**config.mk**
```make
export PLATFORM = sky130hd
export DESIGN_NAME = nnt_ram
export DESIGN_NICKNAME = d
export VERILOG_FILES = /design/src/hw/rtl/nnt_ram.sv
export SDC_FILE = /design/constraint.sdc
export NUM_CORES = 1
export LEC_CHECK = 0
export ABC_AREA = 1
export BUFFER_PORTS_ARGS = -buffer_cell sky130_fd_sc_hd__buf_2
export CAP_MARGIN = 40
export CORE_MARGIN = 2
export CORE_UTILIZATION = 50
export CTS_CLUSTER_DIAMETER = 30
export DETAILED_ROUTE_END_ITERATION = 10
export GPL_TIMING_DRIVEN = 0
export PLACE_DENSITY_LB_ADDON = 0.3
export RECOVER_POWER = 100
export REMOVE_ABC_BUFFERS = 1
export SETUP_SLACK_MARGIN = 0.3
export SLEW_MARGIN = 20
export SYNTH_ARGS = -nofsm -noshare
export SYNTH_HDL_FRONTEND = slang
export SYNTH_SLANG_ARGS = --single-unit
```
**constraint.sdc**
```tcl
create_clock -name clk -period 1.3 [get_ports clk]
set_clock_uncertainty 0.1 [all_clocks]
set_input_delay 0.065 -clock clk [delete_from_list [all_inputs] [get_ports clk]]
set_output_delay 0.065 -clock clk [all_outputs]
set_load 0.01 [all_outputs]
```
**src/hw/rtl/nnt_ram.sv**
```systemverilog
// ----------------------------------------------------------------------------
// nnt_ram
// Generic single-write, single-read RAM with registered read data.
// ----------------------------------------------------------------------------
module nnt_ram #(
	parameter int unsigned WIDTH = 8,
	parameter int unsigned DEPTH = 16
) (
	input  logic                     clk,
	input  logic                     we,
	input  logic [$clog2(DEPTH)-1:0] waddr,
	input  logic [WIDTH-1:0]         wdata,
	input  logic [$clog2(DEPTH)-1:0] raddr,
	output logic [WIDTH-1:0]         rdata
);

	logic [WIDTH-1:0] mem_q [DEPTH];

	always_ff @(posedge clk) begin
		if (we) begin
			mem_q[waddr] <= wdata;
		end
		rdata <= mem_q[raddr];
	end

endmodule

```
; Yosys cells after proc, flatten, opt, wreduce, memory -nomap -nowiden
; Memories as Yosys holds them, arrays and structs flattened. A register that Yosys moved wholly into a read port is not among the register bits.
; Index checks and enable logic that the tools add are counted.
[classes]
mux = 2
[ops]
columns = op, count
row1 = $mux 1, 2
[word_totals]
register_bits = 0
mem_bits_rw = 128
in_bits = 18
word_cells = 3
memories = 1
[mem_list]
columns = name, words, width, rd, rd_clocked_by_memory_dff, wr, line
row1 = mem_q, 16, 8, 1, 1, 1, 17  ; logic [WIDTH-1:0] mem_q [DEPTH];

; Depth between registers and ports, before layout
; Gate-level depths: netlist of the first run.
[logic_depth]
depth_word = 2
depth_mapped = 8

; Worst setup path before layout of the first run
; No wires, ideal clock.
[synth_path]
kind = input -> register
from = input port waddr[2]
to = memory mem_q[10][0] (enable)
arrival_time_ns = 0.646
path_slack_ns = 0.184
stages = 2
n_path_buf = 0
path_cell_list = nand3b_1 > nor2_1
[synth_lines]
columns = item, line
row1 = from (decl), 11  ; input logic [$clog2(DEPTH)-1:0] waddr,
row2 = to (decl), 17
; No word-level cell before the write port.

; Final worst setup path of the first run
[layout_path]
from = input port waddr[0]
to = memory mem_q[6][3] (enable)
; No word-level cell before the write port.

==> results of run 1 <==
power groups by stage:
stage	logic [uW]	registers (uW)	clock network [uW]
after floorplan	265	5030	0
after global placement	558	5010	0
after detailed placement	577	5020	0
after CTS	658	4930	4840
after global routing	737	4940	5040
final	671	4930	4790
worst max-delay path: cells and delay by family:
family                 cells  cell delay (ps)
buffers and inverters      2              180
AND/OR/NAND/NOR            2              860
worst paths after layout:
kind / start / endpoint / slack, ps / depth (start not counted)
hold reg to reg: mem_q[13][5] / rdata[5] / 580 / 6
setup / recovery: waddr[0] / mem_q[6][3] / 140 / 4
hold / removal: raddr[3] / rdata[1] / -30 / 3
setup reg to reg: mem_q[1][6] / rdata[6] / 200 / 6
cell type report:
class,instances,area [um^2],share of cell area
flip-flops and latches,136,4000,0.584
multi-input cells,289,1420,0.207
clock buffers,19,443,0.0646
inverters,102,394,0.0575
repair buffers,37,264,0.0385
well taps,143,179,0.0261
clock inverters,13,154,0.0224
state kept, by name, summed over array words and instances (netlist names):
register,cells
rdata,8
mem_q,128
metal layers:
metal	global-route usage	up-vias
li1	-	1838
met1	0.278	1817
met2	0.365	112
met3	0.0463	27
met4	0.105	0
met5	0	-
cells by family after synthesis:
logic type,Yosys count,synth area share
buf+inv,126,0.0952
flops,136,0.694
simple gates,289,0.210
cells in the final DEF (no fill, tap or decap), types with 4 or more instances in the layout:
cell type | Yosys | routed
clkinv_2 | 0 | 4
edfxtp_1 | 128 | 128
nor2_1 | 17 | 11
dfxtp_1 | 8 | 8
clkinvlp_4 | 0 | 4
dlygate4sd3_1 | 0 | 8
clkbuf_2 | 0 | 6
nand2_1 | 173 | 171
nor2_2 | 0 | 6
clkbuf_16 | 0 | 17
nand3_2 | 0 | 37
clkbuf_1 | 0 | 10
inv_1 | 100 | 99
buf_2 | 13 | 7
nand3_1 | 97 | 60
timing repair:
action | CTS | global route
endpoints found under the setup margin | 120 | 82
gates resized for setup | 50 | 24
setup buffers | 0 | 1
endpoints found under the hold margin | 136 | 7
pin swaps | 31 | 15
stage by stage:
stage	setup TNS [ps]	instance area, um^2	setup slack (ps)
floorplan	0	5600	155
global placement	-32990	5900	-1460
detailed placement	-35400	5930	-850
CTS	0	6820	102
global route	0	6860	100
finish	0	6860	138
==> impl_metrics.py, run 1 <==
metrics = {
    "finish": {
        "area_growth_syn_to_layout_pct": 18.9,
        "fillers": 924,
        "drive_above_1_share": 0.164,
        "diodes": 0,
        "final_cells": 739,
        "nNetsFinal": 601,
        "fin_util": 0.606,
    },
    "logic_synthesis": {
        "ys_seq_elements": 136,
        "synthTopCellsByCount": "nand2_1 (173), edfxtp_1 (128), inv_1 (100)",
        "syn_area_mm2": 0.00577,
        "yosys_warnings": 0,
        "synthArstFlopShare": 0,
        "synth_top_cell_by_area": "edfxtp_1",
        "synth_flop_cell": "edfxtp_1",
        "synth_cell_type_count": 12,
        "synthDominantCellAreaShare": 0.667,
        "synthCells": 551,
        "synth_most_common_cell": "nand2_1",
        "avgSynthCellArea_um2": 10.5,
        "yosysSeqAreaShare": 0.694,
        "synth_edf_count": 128,
        "synthTopCellsByArea": "edfxtp_1 (67%), nand2_1 (11%), nand3_1 (8.4%)",
    },
    "timing": {
        "rsz0062_at_grt": "true",
        "worst_pin_slew_ps": 856,
        "hold_viol_final": 7,
        "min_period_over_period": 0.894,
        "finalSetupViolations": 0,
        "max_freq_mhz": 860,
        "drv_slew": 0,
        "fin_crit_ps": 1160,
        "slew_headroom": 0.427,
        "holdWs_ps": -33.0,
    },
    "placement": {
        "hpwl_mm": 7.30,
        "numPlacedInstances": 696,
        "port_buffers": 25,
        "gp_congestion": 0.766,
    },
    "critical_path": {
        "crit_path_max_incr_delay_ps": 710,
        "slowest_stage": "nor2_1",
        "endpoint_kind": "flop",
        "critical_path_required_ps": 1240,
        "crit_type": "input pin to flop",
        "start_kind": "input pin",
        "worstPathMaxFanout": 8,
        "cp_cell_sequence": "clkbuf_1 > inv_1 > nand2_1 > nor2_1",
        "cp.arrival_ps": 1100,
    },
    "pwr": {
        "leakagePower_uw": 0.00292,
        "power_density_mw_per_mm2": 1520,
        "fin_total_pwr_uw": 10400,
        "p_comb_frac": 0.064,
        "ir_drop_uv": 814,
        "power.internal_uw": 8150,
        "clkPwrFrac": 0.461,
        "p_sw_uw": 2250,
        "pwr-share-seq": 0.474,
        "swShare": 0.216,
    },
    "drt": {
        "ant_nets": 0,
        "wl_per_cell_um": 17.4,
        "vias": 3794,
        "drt_wl_total_mm": 12.8,
        "routed.top_layer": "met4",
        "wl_met1_mm": 5.15,
        "wl_met3_um": 743,
        "first_iter_violations": 332,
        "drc": 0,
        "met2_length_mm": 6.53,
        "via_per_inst": 5.13,
        "dr.pass1.iters": 4,
    },
    "cts": {
        "cts-root-buf": "clkbuf_16",
        "htree_levels": 4,
        "cts_sinks": 136,
        "tritoncts": "yes",
        "cts.path.max_buffers": 2,
        "clk_pin_slew_ps": 60,
        "clk_latency_ps": 420,
        "cts_buffers": 17,
        "cts_hold_buf": 8,
    },
    "global_routing": {
        "grt_max_degree": 66,
        "grt.overflow.total": 0,
        "antenna_found_initial": 0,
        "grt_pass1_wl_mm": 20.1,
        "grt_pass1_vias": 3760,
        "grt.total_usage": 0.220,
    },
    "run_status": {
        "violations": "hold timing",
        "run_status": "finished with violations",
    },
    "floorplan": {
        "start_util": 0.509,
        "die_h_um": 111,
        "io-pin-count": 26,
        "die-area_mm2": 0.0124,
        "die_w_um": 111,
        "row_count": 39,
        "fp.coreArea_mm2": 0.0113,
    },
    "job": {
        "cap_viol_max_count": 0,
    },
    "worst_hold_path": {
        "hold_class": "input pin to flop",
    },
}
Note: power is estimated with default switching activity, not from simulation.
==> run 2, diff against run 1 <==
==> constraint.sdc (replaced) <==
create_clock -name clk -period 1.17 [get_ports clk]
set_clock_uncertainty 0.1 [all_clocks]
set_input_delay 0.0585 -clock clk [delete_from_list [all_inputs] [get_ports clk]]
set_output_delay 0.0585 -clock clk [all_outputs]
set_load 0.01 [all_outputs]
==> impl_metrics.py, run 2 (synthesized netlist as in run 1, its figures left out) <==
metrics = {
    "run_status": {
        "run_status": "finished with violations",
        "violations": "hold timing",
    },
    "finish": {
        "seq_area_mm2": 0.00400,
        "layout_commonest_cell": "nand2_1",
        "multi_input_area_mm2": 0.00150,
        "top_regs": "mem_q: 128 flops, rdata: 8 flops",
        "area_growth_syn_to_layout_pct": 21.6,
        "final_cells": 747,
        "fillers": 887,
        "largest_register": "mem_q",
        "largest_reg_flops": 128,
        "fin_util": 0.620,
        "final_cell_mix": "nand2_1 (167), edfxtp_1 (128), inv_1 (99)",
        "diodes": 0,
        "nNetsFinal": 609,
        "drive_above_1_share": 0.195,
    },
    "critical_path": {
        "critPathCapture": "rdata[0]",
        "start_kind": "flop",
        "r2r_slack_ps": 60,
        "r2r-end": "rdata[0]",
        "cp.arrival_ps": 1320,
        "crit_type": "flop to flop",
        "worstPathMaxFanout": 1,
        "r2r_cells": 6,
        "crit_path_start": "mem_q[5][0]",
        "r2r_start": "mem_q[5][0]",
        "endpoint_kind": "flop",
        "critical_path_required_ps": 1380,
    },
    "drt": {
        "via_per_inst": 5.18,
        "first_iter_violations": 309,
        "drc": 0,
        "ant_nets": 0,
        "drt_wl_total_mm": 13.2,
        "wl_per_cell_um": 17.7,
        "vias": 3872,
        "dr.pass1.iters": 5,
    },
    "placement": {
        "hpwl_mm": 7.30,
        "gp_congestion": 0.766,
        "pre_cts_slack_ps": -974,
        "numPlacedInstances": 696,
        "port_buffers": 25,
    },
    "floorplan": {
        "row_count": 39,
        "io-pin-count": 26,
        "die_h_um": 111,
        "start_util": 0.509,
        "die_w_um": 111,
        "fp.coreArea_mm2": 0.0113,
        "die-area_mm2": 0.0124,
    },
    "global_routing": {
        "grt.overflow.total": 0,
        "grt_pass1_wl_mm": 19.9,
        "grt_pass1_vias": 3748,
        "antenna_found_initial": 0,
        "grt_max_degree": 66,
        "grt.total_usage": 0.218,
    },
    "timing": {
        "slew_headroom": 0.651,
        "fin_crit_ps": 1110,
        "min_period_over_period": 0.948,
        "drv_slew": 0,
        "hold_viol_final": 7,
        "finalSetupViolations": 0,
        "max_freq_mhz": 902,
        "worst_pin_slew_ps": 523,
        "rsz0062_at_grt": "true",
        "holdWs_ps": -41.0,
        "finalSetupTns_ps": 0,
        "fin_ws_ps": 60.8,
    },
    "pwr": {
        "ir_drop_uv": 911,
        "leakagePower_uw": 0.00296,
        "power_density_mw_per_mm2": 1660,
        "fin_total_pwr_uw": 11600,
    },
    "cts": {
        "cts_hold_buf": 8,
        "cts_buffers": 17,
        "clk_latency_ps": 420,
        "cts-root-buf": "clkbuf_16",
        "htree_levels": 4,
        "cts_sinks": 136,
        "cts.path.max_buffers": 2,
        "clk_pin_slew_ps": 60,
        "tritoncts": "yes",
    },
    "worst_hold_path": {
        "hold_class": "input pin to flop",
    },
    "job": {
        "cap_viol_max_count": 0,
    },
}
[run 2: changes by cell type in the layout (fill, tap and decap cells not counted), sizes merged]
cell,previous run,this run
clkbuf,34,43
buf,14,13
[run 2: routing by layer]
metal  up-vias  wire, um  track usage
met1      1868      5440        0.270
met3        30       654       0.0468
met5         -         0            0
met4         0       406        0.109
li1       1853         -            -
met2       121      6750        0.366
[run 2: metrics by stage]
step | area, um^2 | hold WS, ps
4_1_cts | 6830 | -49.1
2_1_floorplan | 5600 | 57.4
6_report | 7010 | -41.0
3_3_place_gp | 5900 | 352
3_5_place_dp | 5930 | 352
5_1_grt | 7010 | -32.5
[run 2: worst min-delay path by stage]
stage	start	endpoint	slack, ps	cells after the start
detailed placement	rdata[6]	rdata[6]	350	1
global placement	rdata[2]	rdata[2]	350	1
CTS	raddr[3]	rdata[5]	-50	3
floorplan	wdata[0]	mem_q[0][0]	60	0
finish	raddr[3]	rdata[0]	-40	3
global route	raddr[3]	rdata[1]	-30	3
[run 2: cell type report]
cell class,count,area share
clock inverter,13,0.0219
clock buffer,19,0.0631
multi-input combinational,289,0.214
timing repair buffer,45,0.0487
tap,143,0.0255
inverter,102,0.0562
sequential,136,0.571
[run 2: critical path, stage by stage, from the launching register on]
cell,delay (ps)
edfxtp_1,360
inv_1,80
nand2_1,60
nand3_1,110
nand3_2,90
nand3_1,140
nand2_2,60
[run 2: where the power goes]
part / total (uW) / internal [uW] / switching [uW]
clock network: 5360 / 3380 / 1970
registers: 5480 / 5450 / 30.4
logic: 784 / 240 / 544
total: 11600 / 9070 / 2550
[run 2: timing repair]
item / 4_1_cts / 5_1_grt
pin swaps: 12 / 36
resized for setup: 52 / 51
buffers inserted: 1 / 10
endpoints found under the setup margin: 144 / 123
hold endpoints to repair: 136 / 7
